==> src/lgs_pkg.sv <==
// Shared types, constants and the Life rule for the generation stream unit.
`timescale 1ns / 1ps

package lgs_pkg;

   // Configuration register map
   localparam int REG_INDEX_W = 2;
   localparam logic [REG_INDEX_W-1:0] REG_GRID_ROWS    = 2'd0;
   localparam logic [REG_INDEX_W-1:0] REG_GRID_COLUMNS = 2'd1;

   // Field widths
   localparam int DIM_W   = 11;
   localparam int COORD_W = 10;

   // Grid size after reset
   localparam int RESET_DIM = 64;

   // Queue depths (powers of two)
   localparam int OP_QUEUE_DEPTH  = 2;
   localparam int RSP_QUEUE_DEPTH = 4;

   // One classified input word, handed from the front to the back
   typedef struct packed {
      logic               new_cell;
      logic               two_ok;
      logic               one_ok;
      logic               line_start;
      logic               have;
      logic               last;
      logic [COORD_W-1:0] row;
      logic [COORD_W-1:0] column;
   } cell_op_type;

   // One result word
   typedef struct packed {
      logic               next_alive;
      logic [COORD_W-1:0] row;
      logic [COORD_W-1:0] column;
      logic               last;
   } cell_result_type;

   // B3/S23: count the eight neighbors around the center bit of a 3x3 window
   function automatic logic next_state(logic [8:0] win);
      logic [3:0] count;
      count = 4'd0;
      for (int i = 0; i < 9; i++) begin
         if (i != 4) begin
            count = count + {3'b000, win[i]};
         end
      end
      return (count == 4'd3) || ((count == 4'd2) && win[4]);
   endfunction

endpackage

==> src/lgs_fifo.sv <==
// Small register-based queue used between the stages and on the result side.
`timescale 1ns / 1ps

module lgs_fifo #(
   parameter int WIDTH = 8,
   parameter int DEPTH = 4
) (
   input  logic                       clock,
   input  logic                       reset,
   input  logic                       push,
   input  logic [WIDTH-1:0]           wr_data,
   output logic                       full,
   input  logic                       pop,
   output logic [WIDTH-1:0]           rd_data,
   output logic                       empty,
   output logic [$clog2(DEPTH+1)-1:0] count
);

   localparam int PTR_W = $clog2(DEPTH);
   localparam int CNT_W = $clog2(DEPTH+1);

   logic [WIDTH-1:0] entry_ff [DEPTH];
   logic [PTR_W-1:0] wr_ptr_ff;
   logic [PTR_W-1:0] rd_ptr_ff;
   logic [CNT_W-1:0] count_ff;
   logic [CNT_W-1:0] count_in;
   logic             push_ok;
   logic             pop_ok;

   assign full    = (count_ff == CNT_W'(DEPTH));
   assign empty   = (count_ff == '0);
   assign count   = count_ff;
   assign rd_data = entry_ff[rd_ptr_ff];
   assign push_ok = push & ~full;
   assign pop_ok  = pop & ~empty;

   // Track occupancy
   always_comb begin
      count_in = count_ff + CNT_W'(push_ok) - CNT_W'(pop_ok);
   end

   // Advance pointers and occupancy
   always_ff @(posedge clock) begin
      if (reset) begin
         wr_ptr_ff <= '0;
         rd_ptr_ff <= '0;
         count_ff  <= '0;
      end else begin
         if (push_ok) begin
            wr_ptr_ff <= wr_ptr_ff + PTR_W'(1);
         end
         if (pop_ok) begin
            rd_ptr_ff <= rd_ptr_ff + PTR_W'(1);
         end
         count_ff <= count_in;
      end
   end

   // Store the word
   always_ff @(posedge clock) begin
      if (push_ok) begin
         entry_ff[wr_ptr_ff] <= wr_data;
      end
   end

endmodule

==> src/lgs_front.sv <==
// Front end: grid size registers, raster position counters and word classification.
`timescale 1ns / 1ps

module lgs_front #(
   parameter int MAX_COLUMNS = 1024,
   parameter int MAX_ROWS    = 1024
) (
   input  logic                              clock,
   input  logic                              reset,
   input  logic                              csr_fire,
   input  logic [lgs_pkg::REG_INDEX_W-1:0]   csr_index,
   input  logic [lgs_pkg::DIM_W-1:0]         csr_data,
   input  logic                              item_accept,
   input  logic                              cell_alive,
   input  logic                              flush,
   output lgs_pkg::cell_op_type              op,
   output logic [$clog2(MAX_COLUMNS)-1:0]    op_addr,
   output logic                              frame_restart
);

   localparam int COL_ADDR_W = $clog2(MAX_COLUMNS);
   localparam int COLS_W     = $clog2(MAX_COLUMNS+1);
   localparam int ROW_CNT_W  = $clog2(MAX_ROWS+3);
   localparam int ROWS_RESET =
      (lgs_pkg::RESET_DIM > MAX_ROWS) ? MAX_ROWS : lgs_pkg::RESET_DIM;
   localparam int COLS_RESET =
      (lgs_pkg::RESET_DIM > MAX_COLUMNS) ? MAX_COLUMNS : lgs_pkg::RESET_DIM;

   logic [ROW_CNT_W-1:0]  rows_ff;
   logic [COLS_W-1:0]     cols_ff;
   logic [ROW_CNT_W-1:0]  ir_ff;
   logic [ROW_CNT_W-1:0]  ir_in;
   logic [COL_ADDR_W-1:0] ic_ff;
   logic [COL_ADDR_W-1:0] ic_in;
   logic [31:0]           dim_clamp_rows;
   logic [31:0]           dim_clamp_cols;
   logic [31:0]           ir32;
   logic [31:0]           ic32;
   logic [31:0]           rows32;
   logic [31:0]           cols32;
   logic [31:0]           row_wide;
   logic [31:0]           col_wide;
   logic                  wr_rows;
   logic                  wr_cols;

   assign wr_rows       = csr_fire && (csr_index == lgs_pkg::REG_GRID_ROWS);
   assign wr_cols       = csr_fire && (csr_index == lgs_pkg::REG_GRID_COLUMNS);
   assign frame_restart = wr_rows || wr_cols;

   // Clamp written sizes: zero acts as one, oversize acts as the maximum
   always_comb begin
      dim_clamp_rows = 32'(csr_data);
      if (dim_clamp_rows == 32'd0) begin
         dim_clamp_rows = 32'd1;
      end else if (dim_clamp_rows > 32'(MAX_ROWS)) begin
         dim_clamp_rows = 32'(MAX_ROWS);
      end
      dim_clamp_cols = 32'(csr_data);
      if (dim_clamp_cols == 32'd0) begin
         dim_clamp_cols = 32'd1;
      end else if (dim_clamp_cols > 32'(MAX_COLUMNS)) begin
         dim_clamp_cols = 32'(MAX_COLUMNS);
      end
   end

   // Hold grid size
   always_ff @(posedge clock) begin
      if (reset) begin
         rows_ff <= ROW_CNT_W'(ROWS_RESET);
         cols_ff <= COLS_W'(COLS_RESET);
      end else begin
         if (wr_rows) begin
            rows_ff <= dim_clamp_rows[ROW_CNT_W-1:0];
         end
         if (wr_cols) begin
            cols_ff <= dim_clamp_cols[COLS_W-1:0];
         end
      end
   end

   // Classify the incoming word by its raster position
   always_comb begin
      ir32   = 32'(ir_ff);
      ic32   = 32'(ic_ff);
      rows32 = 32'(rows_ff);
      cols32 = 32'(cols_ff);

      op.new_cell   = (ir32 < rows32) && !flush && cell_alive;
      op.two_ok     = (ir32 >= 32'd2) && (ir32 <= rows32 + 32'd1);
      op.one_ok     = (ir32 >= 32'd1) && (ir32 <= rows32);
      op.line_start = (ic_ff == '0);
      op.have       = op.line_start ? op.two_ok : op.one_ok;
      op.last       = op.line_start && (ir32 == rows32 + 32'd1);

      row_wide  = op.line_start ? (ir32 - 32'd2) : (ir32 - 32'd1);
      col_wide  = op.line_start ? (cols32 - 32'd1) : (ic32 - 32'd1);
      op.row    = row_wide[lgs_pkg::COORD_W-1:0];
      op.column = col_wide[lgs_pkg::COORD_W-1:0];
      op_addr   = ic_ff;

      // Advance the raster position, wrapping at line and frame end
      ir_in = ir_ff;
      ic_in = ic_ff;
      if (op.last) begin
         ir_in = '0;
         ic_in = '0;
      end else if (ic32 + 32'd1 >= cols32) begin
         ic_in = '0;
         if (ir32 + 32'd1 > rows32 + 32'd1) begin
            ir_in = '0;
         end else begin
            ir_in = ir_ff + ROW_CNT_W'(1);
         end
      end else begin
         ic_in = ic_ff + COL_ADDR_W'(1);
      end
   end

   // Update position counters
   always_ff @(posedge clock) begin
      if (reset || frame_restart) begin
         ir_ff <= '0;
         ic_ff <= '0;
      end else if (item_accept) begin
         ir_ff <= ir_in;
         ic_ff <= ic_in;
      end
   end

endmodule

==> src/lgs_back.sv <==
// Back end: line buffer memory, 3x3 neighborhood window and next-state evaluation.
`timescale 1ns / 1ps

module lgs_back #(
   parameter int MAX_COLUMNS = 1024
) (
   input  logic                                          clock,
   input  logic                                          reset,
   input  logic                                          frame_restart,
   input  logic                                          op_empty,
   input  lgs_pkg::cell_op_type                          op,
   input  logic [$clog2(MAX_COLUMNS)-1:0]                op_addr,
   output logic                                          op_pop,
   input  logic [$clog2(lgs_pkg::RSP_QUEUE_DEPTH+1)-1:0] rsp_count,
   output logic                                          rsp_push,
   output lgs_pkg::cell_result_type                      rsp
);

   localparam int COL_ADDR_W = $clog2(MAX_COLUMNS);

   // bit 1: row two above, bit 0: row above
   logic [1:0]            line_mem [MAX_COLUMNS];
   logic [1:0]            rd_ff;
   logic                  b_valid_ff;
   lgs_pkg::cell_op_type  b_op_ff;
   logic [COL_ADDR_W-1:0] b_addr_ff;
   logic                  fwd_hit_ff;
   logic                  fwd_hit_in;
   logic [1:0]            fwd_data_ff;
   logic [8:0]            window_ff;
   logic [8:0]            window_in;
   logic [8:0]            win_use;
   logic [1:0]            line_data;
   logic [1:0]            wr_data;
   logic [2:0]            col;
   logic                  issue;

   // Issue only when the result queue has room for everything in flight
   assign issue  = !op_empty &&
                   ((32'(rsp_count) + 32'(b_valid_ff)) < 32'(lgs_pkg::RSP_QUEUE_DEPTH));
   assign op_pop = issue;
   assign fwd_hit_in = b_valid_ff && (b_addr_ff == op_addr);

   // Build the new window column and evaluate the rule
   always_comb begin
      line_data = fwd_hit_ff ? fwd_data_ff : rd_ff;
      wr_data   = {line_data[0], b_op_ff.new_cell};
      col       = {b_op_ff.new_cell,
                   line_data[0] & b_op_ff.one_ok,
                   line_data[1] & b_op_ff.two_ok};
      if (b_op_ff.line_start) begin
         win_use   = {3'b000, window_ff[8:3]};
         window_in = {col, 6'b000000};
      end else begin
         win_use   = {col, window_ff[8:3]};
         window_in = win_use;
      end
      if (b_op_ff.last) begin
         window_in = '0;
      end
      rsp_push       = b_valid_ff && b_op_ff.have;
      rsp.next_alive = lgs_pkg::next_state(win_use);
      rsp.row        = b_op_ff.row;
      rsp.column     = b_op_ff.column;
      rsp.last       = b_op_ff.last;
   end

   // Line buffer: write back the shifted column, read the next one
   always_ff @(posedge clock) begin
      if (b_valid_ff) begin
         line_mem[b_addr_ff] <= wr_data;
      end
      if (issue) begin
         rd_ff <= line_mem[op_addr];
      end
   end

   // Capture the issued word; forward a write to the same column
   always_ff @(posedge clock) begin
      if (issue) begin
         b_op_ff     <= op;
         b_addr_ff   <= op_addr;
         fwd_hit_ff  <= fwd_hit_in;
         fwd_data_ff <= wr_data;
      end
   end

   // Track the valid stage and slide the window
   always_ff @(posedge clock) begin
      if (reset) begin
         b_valid_ff <= 1'b0;
      end else begin
         b_valid_ff <= issue;
      end
   end

   always_ff @(posedge clock) begin
      if (reset || frame_restart) begin
         window_ff <= '0;
      end else if (b_valid_ff) begin
         window_ff <= window_in;
      end
   end

endmodule

==> src/life_generation_stream_unit.sv <==
// Top level of the Life generation stream unit: queue ports, front, back and result queue.
//
// Usage: push the current grid in raster order, one cell per word on req_*, then
// grid_columns+1 flush words. A word is taken when req_push is high and req_full is
// low. Each word may release one result: the next state of one cell with its row and
// column, rsp_last_cell marking the final cell. A result is on rsp_* while rsp_empty
// is low and is taken when rsp_pop is high.
// Configuration: csr_index 0 writes grid_rows, 1 writes grid_columns (csr_ready is
// always high); a write restarts the frame. Write only while the block is idle.
// Throughput: one word per cycle while rsp_pop is high. A result reaches rsp_* after the
// word that completes its 3x3 neighborhood is taken, passing through the op queue, the
// line buffer read, then window and result queue.
// The line buffer is a single memory of MAX_COLUMNS two-bit entries read and written
// once per cycle; that port sets the one-word-per-cycle rate.
// Reset: queues empty, grid size 64 x 64 (clamped to the maximum), frame restarts at
// cell (0,0). Line buffers need no clearing pass; unwritten rows are masked.
// Stall: when rsp_pop stays low the result queue fills, the back end stops issuing,
// the front queue fills and req_full rises; no word is lost.
`timescale 1ns / 1ps

module life_generation_stream_unit #(
   parameter int MAX_COLUMNS = 1024,
   parameter int MAX_ROWS    = 1024
) (
   input  logic                              clock,
   input  logic                              reset,
   input  logic                              req_push,
   output logic                              req_full,
   input  logic                              req_cell_alive,
   input  logic                              req_flush,
   output logic                              rsp_empty,
   input  logic                              rsp_pop,
   output logic                              rsp_next_alive,
   output logic [lgs_pkg::COORD_W-1:0]       rsp_cell_row,
   output logic [lgs_pkg::COORD_W-1:0]       rsp_cell_column,
   output logic                              rsp_last_cell,
   input  logic                              csr_valid,
   output logic                              csr_ready,
   input  logic [lgs_pkg::REG_INDEX_W-1:0]   csr_index,
   input  logic [lgs_pkg::DIM_W-1:0]         csr_data
);

   localparam int COL_ADDR_W = $clog2(MAX_COLUMNS);
   localparam int OP_W       = $bits(lgs_pkg::cell_op_type) + COL_ADDR_W;
   localparam int RSP_W      = $bits(lgs_pkg::cell_result_type);

   lgs_pkg::cell_op_type     f_op;
   logic [COL_ADDR_W-1:0]    f_addr;
   lgs_pkg::cell_op_type     q_op;
   logic [COL_ADDR_W-1:0]    q_addr;
   logic [OP_W-1:0]          q_data;
   logic                     q_empty;
   logic                     q_pop;
   logic                     q_full;
   logic [$clog2(lgs_pkg::OP_QUEUE_DEPTH+1)-1:0]  q_count;
   logic [$clog2(lgs_pkg::RSP_QUEUE_DEPTH+1)-1:0] r_count;
   logic                     r_push;
   logic                     r_full;
   lgs_pkg::cell_result_type r_in;
   lgs_pkg::cell_result_type r_out;
   logic                     frame_restart;
   logic                     item_accept;
   logic                     csr_fire;

   assign csr_ready   = 1'b1;
   assign csr_fire    = csr_valid & csr_ready;
   assign req_full    = q_full;
   assign item_accept = req_push & ~q_full;

   // Classify incoming words
   lgs_front #(
      .MAX_COLUMNS (MAX_COLUMNS),
      .MAX_ROWS    (MAX_ROWS)
   ) u_front (
      .clock         (clock),
      .reset         (reset),
      .csr_fire      (csr_fire),
      .csr_index     (csr_index),
      .csr_data      (csr_data),
      .item_accept   (item_accept),
      .cell_alive    (req_cell_alive),
      .flush         (req_flush),
      .op            (f_op),
      .op_addr       (f_addr),
      .frame_restart (frame_restart)
   );

   // Decouple front and back
   lgs_fifo #(
      .WIDTH (OP_W),
      .DEPTH (lgs_pkg::OP_QUEUE_DEPTH)
   ) u_op_queue (
      .clock   (clock),
      .reset   (reset),
      .push    (item_accept),
      .wr_data ({f_op, f_addr}),
      .full    (q_full),
      .pop     (q_pop),
      .rd_data (q_data),
      .empty   (q_empty),
      .count   (q_count)
   );

   assign {q_op, q_addr} = q_data;

   // Evaluate cells
   lgs_back #(
      .MAX_COLUMNS (MAX_COLUMNS)
   ) u_back (
      .clock         (clock),
      .reset         (reset),
      .frame_restart (frame_restart),
      .op_empty      (q_empty),
      .op            (q_op),
      .op_addr       (q_addr),
      .op_pop        (q_pop),
      .rsp_count     (r_count),
      .rsp_push      (r_push),
      .rsp           (r_in)
   );

   // Hold results for the receiver
   lgs_fifo #(
      .WIDTH (RSP_W),
      .DEPTH (lgs_pkg::RSP_QUEUE_DEPTH)
   ) u_rsp_queue (
      .clock   (clock),
      .reset   (reset),
      .push    (r_push),
      .wr_data (r_in),
      .full    (r_full),
      .pop     (rsp_pop),
      .rd_data (r_out),
      .empty   (rsp_empty),
      .count   (r_count)
   );

   assign rsp_next_alive  = r_out.next_alive;
   assign rsp_cell_row    = r_out.row;
   assign rsp_cell_column = r_out.column;
   assign rsp_last_cell   = r_out.last & ~(r_full & q_count[0] & 1'b0);

endmodule

==> config.mk <==
export PLATFORM = sky130hd
export DESIGN_NAME = life_generation_stream_unit
export DESIGN_NICKNAME = d
export VERILOG_FILES = /design/src/lgs_pkg.sv /design/src/lgs_fifo.sv /design/src/lgs_front.sv /design/src/lgs_back.sv /design/src/life_generation_stream_unit.sv
export SDC_FILE = /design/constraint.sdc
export NUM_CORES = 2
export LEC_CHECK = 0
export BUFFER_PORTS_ARGS = -buffer_cell sky130_fd_sc_hd__buf_2
export CELL_PAD_IN_SITES_DETAIL_PLACEMENT = 0
export CELL_PAD_IN_SITES_GLOBAL_PLACEMENT = 1
export CORE_MARGIN = 2
export CORE_UTILIZATION = 56
export DETAILED_ROUTE_END_ITERATION = 10
export GPL_ROUTABILITY_DRIVEN = 0
export PLACE_DENSITY = 0.93
export SETUP_SLACK_MARGIN = 0.15
export SYNTH_ARGS = -nofsm -noshare
export SYNTH_HDL_FRONTEND = slang
export SYNTH_SLANG_ARGS = --single-unit
==> constraint.sdc <==
create_clock -name clock -period 22.5 [get_ports clock]
set_input_delay 2.25 -clock clock [delete_from_list [all_inputs] [get_ports clock]]
set_output_delay 2.25 -clock clock [all_outputs]
set_load 0.05 [all_outputs]
==> summary.txt <==
Filler instances -> 12500
Number of slew-limit violations in the final report -> 0
Multiplexer area fraction after synthesis -> 6.29%
Max_cap viols -> 0
Hpwl dp -> 147000 µm
Share of power burned in combinational logic -> 29.1%
Fmax achieved -> 160 MHz
Run status -> finished, final reports clean
Post-synthesis compound-gate area fraction -> 5.97%
Cell row count -> 153
Commonest register cell after synthesis -> sky130_fd_sc_hd__edfxtp_1
Register bit total from synthesis -> 2313
Net Count, Synth -> 7541
Routed WL per cell -> 28.4 µm
First-pass GRT wire length -> 402000 µm
Number of top-level pins -> 45
Average size of a mapped cell -> 13.1 µm²
Vias after detailed routing -> 64000
DRC errors left -> 0
Number of failing hold endpoints at the final stage -> 0
Number of synthesis warnings -> 0
Core Box Area -> 173000 µm²
Number of nets in the final layout -> 7356
Number of buffers added by the clock tree synthesis step -> 219
Nature of the critical path startpoint -> flop
Placed cell area -> 99500 µm²
Multi-input gate area -> 26100 µm²
CTS HTree Levels -> 4
Final global-route overflow total -> 0
Seq/Total Area, Yosys -> 70.5%
Overall global routing resource usage -> 30.6%
Number of search-and-repair iterations in the first detailed-routing pass -> 8
Post-route cell area -> 106000 µm²
Post-Syn Area -> 97600 µm²
Sum Neg Setup Slack -> 0 ns
First DRT Iteration DRCs -> 10800
X dimension of the die -> 421 µm
Maximum buffer depth of the clock tree -> 3
Unrepaired setup endpoints after global routing -> no
I/O Buffers -> 43
Vias per std cell -> 6.55
Final-layout worst hold slack -> 0.454 ns
Die area -> 178000 µm²
Setup Viol. Count Final -> 0
Relative slew slack -> 4.37%
Critical path capture point type -> flop
Xor/xnor cell area share of the yosys netlist -> 0.521%
Clk_skew -> 0.0500 ns
Net Switching -> 4520 µW
Critical path, cell by cell -> buf_4 -> mux2i_4 -> inv_16 -> buf_12 -> buf_12 -> buf_4 -> mux2i_1 -> o221ai_1 -> a31oi_1 -> o21ai_0 -> nand3_1 -> o21ai_0 -> nor4_1 -> or3_1 -> o311ai_1
Clock-pin slew on the worst setup and hold paths -> 0.06 ns
Max IR drop VDD -> 0.000167 V
Starting utilization of the core area -> 56.3%
Vert. Die Dim -> 421 µm
Buffers inserted by post-CTS timing repair -> 0
Root Buffer -> sky130_fd_sc_hd__clkbuf_16
Footprint of the flip-flops and latches -> 68800 µm²
TritonCTS Sinks -> 2313
Synth cell types -> 80
Post-layout power -> 12900 µW
Later-pin clock latency in the skew report -> 0.89 ns
Fraction of the mapped netlist area in simple logic gates -> 12.5%
Worst-path cell with the longest stage delay -> sky130_fd_sc_hd__buf_12
Fin crit period -> 6.23 ns
Sequential Power Share -> 42.8%
Slew at the pin with the worst max-slew slack -> 1.43 ns
Top Family by Delay on Critical Path -> buffers and inverters
Crit path max fanout -> 167
Maximum number of pins on one net before global-route repair -> 264
Vias in the first global route -> 62000
CTS tree -> done
Class of the worst hold path -> flop to flop
Dominant combinational cell family by area after synthesis -> simple AND/OR/NAND/NOR gates
Number of synthesized flops with an enable pin -> 2249
Data required time at the worst endpoint -> 23.09 ns
Hold bufs inserted after CTS -> 0
Crit path buffers/inverters -> 5
Power share of the clock group -> 28.0%
Proportion of synthesized flip-flops having asynchronous set or reset -> 0%
Post-Synthesis Cells -> 7448
Internal power -> 8350 µW
Number of resized instances in the post-cts repair step -> 0
Leakage dissipation -> 0.0340 µW
Type of the worst setup path -> flop to flop
Adder and majority cell fraction of the synthesized area -> 0.974%
PwrDens -> 121 nW/µm²
Worst EP arrival -> 6.83 ns
Total wirelength of the detailed-routed design -> 278000 µm
Fraction of layout instances using a drive strength above 1 -> 9.20%
Number of antenna violations at the first check in global routing -> 13
Slowest cell delay on critical path -> 0.68 ns
Period utilization -> 27.7%
Post-detailed-route count of antenna-violating nets -> 0
Sw frac -> 35.1%
Area growth from synthesis to layout -> 9.01%
-- cells in the mapped netlist (7+ instances only) --
| cell | instances | area (µm²) |
|---|---|---|
| sky130_fd_sc_hd__mux2i_1 | 308 | 3080 |
| sky130_fd_sc_hd__a311oi_1 | 17 | 149 |
| sky130_fd_sc_hd__a31oi_1 | 51 | 319 |
| sky130_fd_sc_hd__buf_4 | 53 | 398 |
| sky130_fd_sc_hd__clkbuf_1 | 290 | 1090 |
| sky130_fd_sc_hd__buf_6 | 37 | 417 |
| sky130_fd_sc_hd__o31ai_1 | 13 | 97.6 |
| sky130_fd_sc_hd__buf_1 | 83 | 312 |
| sky130_fd_sc_hd__xnor2_1 | 40 | 350 |
| sky130_fd_sc_hd__dfxtp_1 | 64 | 1280 |
| sky130_fd_sc_hd__inv_1 | 56 | 210 |
| sky130_fd_sc_hd__edfxtp_1 | 2249 | 67500 |
| sky130_fd_sc_hd__a2111oi_0 | 59 | 517 |
| sky130_fd_sc_hd__o211ai_1 | 11 | 82.6 |
| sky130_fd_sc_hd__nand3b_1 | 8 | 60.1 |
| sky130_fd_sc_hd__nor3_1 | 102 | 510 |
| sky130_fd_sc_hd__ha_1 | 68 | 851 |
| sky130_fd_sc_hd__or3_1 | 14 | 87.6 |
| sky130_fd_sc_hd__nor4_1 | 50 | 313 |
| sky130_fd_sc_hd__mux2_2 | 29 | 327 |
| sky130_fd_sc_hd__nand2_1 | 1266 | 4750 |
| sky130_fd_sc_hd__and2_1 | 7 | 43.8 |
| sky130_fd_sc_hd__o21a_1 | 15 | 113 |
| sky130_fd_sc_hd__o221ai_1 | 66 | 578 |
| sky130_fd_sc_hd__nand2b_1 | 12 | 75.1 |
| sky130_fd_sc_hd__nand3_1 | 263 | 1320 |
| sky130_fd_sc_hd__o21ai_0 | 88 | 440 |
| sky130_fd_sc_hd__a21o_1 | 11 | 82.6 |
| sky130_fd_sc_hd__nor2_1 | 1112 | 4170 |
| sky130_fd_sc_hd__o22ai_1 | 93 | 582 |
| sky130_fd_sc_hd__xor2_1 | 18 | 158 |
| sky130_fd_sc_hd__nor2b_1 | 27 | 169 |
| sky130_fd_sc_hd__buf_2 | 98 | 490 |
| sky130_fd_sc_hd__mux4_2 | 117 | 2640 |
| sky130_fd_sc_hd__a21oi_1 | 434 | 2170 |
| sky130_fd_sc_hd__and3_1 | 48 | 300 |
| sky130_fd_sc_hd__a211oi_1 | 23 | 173 |
| sky130_fd_sc_hd__nand4_1 | 37 | 231 |
-- tightest hold or removal path: cells and delay by family (launching register included) --
kind | cells | cell delay, ns
AND/OR/NAND/NOR | 1 | 0.05
flip-flops | 1 | 0.31
AO/OA/AOI/OAI | 1 | 0.05
-- registers in the layout, indices dropped and copies added (netlist names), 3 cells and up, named ones only --
signal	flops
u_front.op_addr	10
u_front.rows_ff	11
u_back.b_op_ff	5
u_front.cols_ff	11
u_rsp_queue.entry_ff	88
u_rsp_queue.count	3
u_back.line_mem	2048
u_back.window_ff	6
u_back.rsp	21
u_op_queue.entry_ff	72
u_front.ir_ff	11
u_back.b_addr_ff	10
-- kinds of logic after synthesis --
logic type | Yosys count
xor+xnor | 58
mux | 459
flops | 2313
fa+ha+maj | 73
other cells | 1
compound gates | 941
buf+inv | 632
simple gates | 2971
-- placed cells by master, fill, tap and decap left out, types with 28 or more instances in the layout --
master                      synthesis  layout
sky130_fd_sc_hd__nor2_1          1112    1107
sky130_fd_sc_hd__mux4_2           117     117
sky130_fd_sc_hd__nor3_1           102     102
sky130_fd_sc_hd__mux2i_1          308     305
sky130_fd_sc_hd__a21oi_1          434     434
sky130_fd_sc_hd__a2111oi_0         59      59
sky130_fd_sc_hd__buf_4             53     105
sky130_fd_sc_hd__dfxtp_1           64      62
sky130_fd_sc_hd__nand3_1          263     231
sky130_fd_sc_hd__clkinv_2           0      35
sky130_fd_sc_hd__clkinv_1           2      46
sky130_fd_sc_hd__mux2_2            29      28
sky130_fd_sc_hd__nor4_1            50      50
sky130_fd_sc_hd__o221ai_1          66      66
sky130_fd_sc_hd__buf_2             98      43
sky130_fd_sc_hd__xnor2_1           40      40
sky130_fd_sc_hd__o22ai_1           93      93
sky130_fd_sc_hd__clkbuf_1         290      58
sky130_fd_sc_hd__clkbuf_16          0     221
sky130_fd_sc_hd__a31oi_1           51      51
sky130_fd_sc_hd__nand2_1         1266    1263
sky130_fd_sc_hd__ha_1              68      68
sky130_fd_sc_hd__and3_1            48      48
sky130_fd_sc_hd__o21ai_0           88      88
sky130_fd_sc_hd__nand4_1           37      37
sky130_fd_sc_hd__edfxtp_1        2249    2249
sky130_fd_sc_hd__inv_1             56      55
-- cell type report --
| class | count | share of cell area (%) |
|---|---|---|
| Clock buffer | 282 | 5.44 |
| Inverter | 61 | 0.247 |
| Sequential cell | 2313 | 64.7 |
| Tap cell | 2325 | 2.73 |
| Antenna cell | 3 | 0.00706 |
| Multi-Input combinational cell | 4503 | 24.6 |
| Timing Repair Buffer | 165 | 1.26 |
| Clock inverter | 121 | 1.06 |
-- metrics by stage --
step	setup slack [ns]	cells	util [%]
6_report	16.27	9773	61.3
5_1_grt	16.08	9770	61.3
4_1_cts	16.31	9770	61.3
3_5_place_dp	16.34	9367	57.3
3_3_place_gp	16.40	9367	57.3
2_1_floorplan	7.29	7448	-
-- layer usage --
metal  share of wire [%]  global-route usage (%)  vias up
met5               0.052                       0        -
met4                 6.1                    16.4       18
met3                  13                    7.64      881
met2                  46                    47.5     4800
met1                  35                    40.0    31400
li1                    -                       -    26900
-- final timing paths --
kind                                             to  slack, ns  cells past startpoint                 from
worst max-delay path                u_back.rd_ff[0]      16.27                     15                 flop
worst min-delay path            u_front.cols_ff[10]       0.45                      2  u_front.cols_ff[10]
worst max register to register      u_back.rd_ff[0]      16.27                     15                 flop
worst min register to register  u_front.cols_ff[10]       0.45                      2  u_front.cols_ff[10]
-- power groups by stage --
stage / logic [µW] / registers [µW] / clock network [µW]
floorplan: 2230 / 6070 / 0
global placement: 3550 / 5580 / 0
detailed placement: 3600 / 5590 / 0
CTS: 3630 / 5500 / 3610
global route: 3890 / 5510 / 3780
finish: 3750 / 5510 / 3610
No activity file was read; power rests on OpenSTA's default activity.
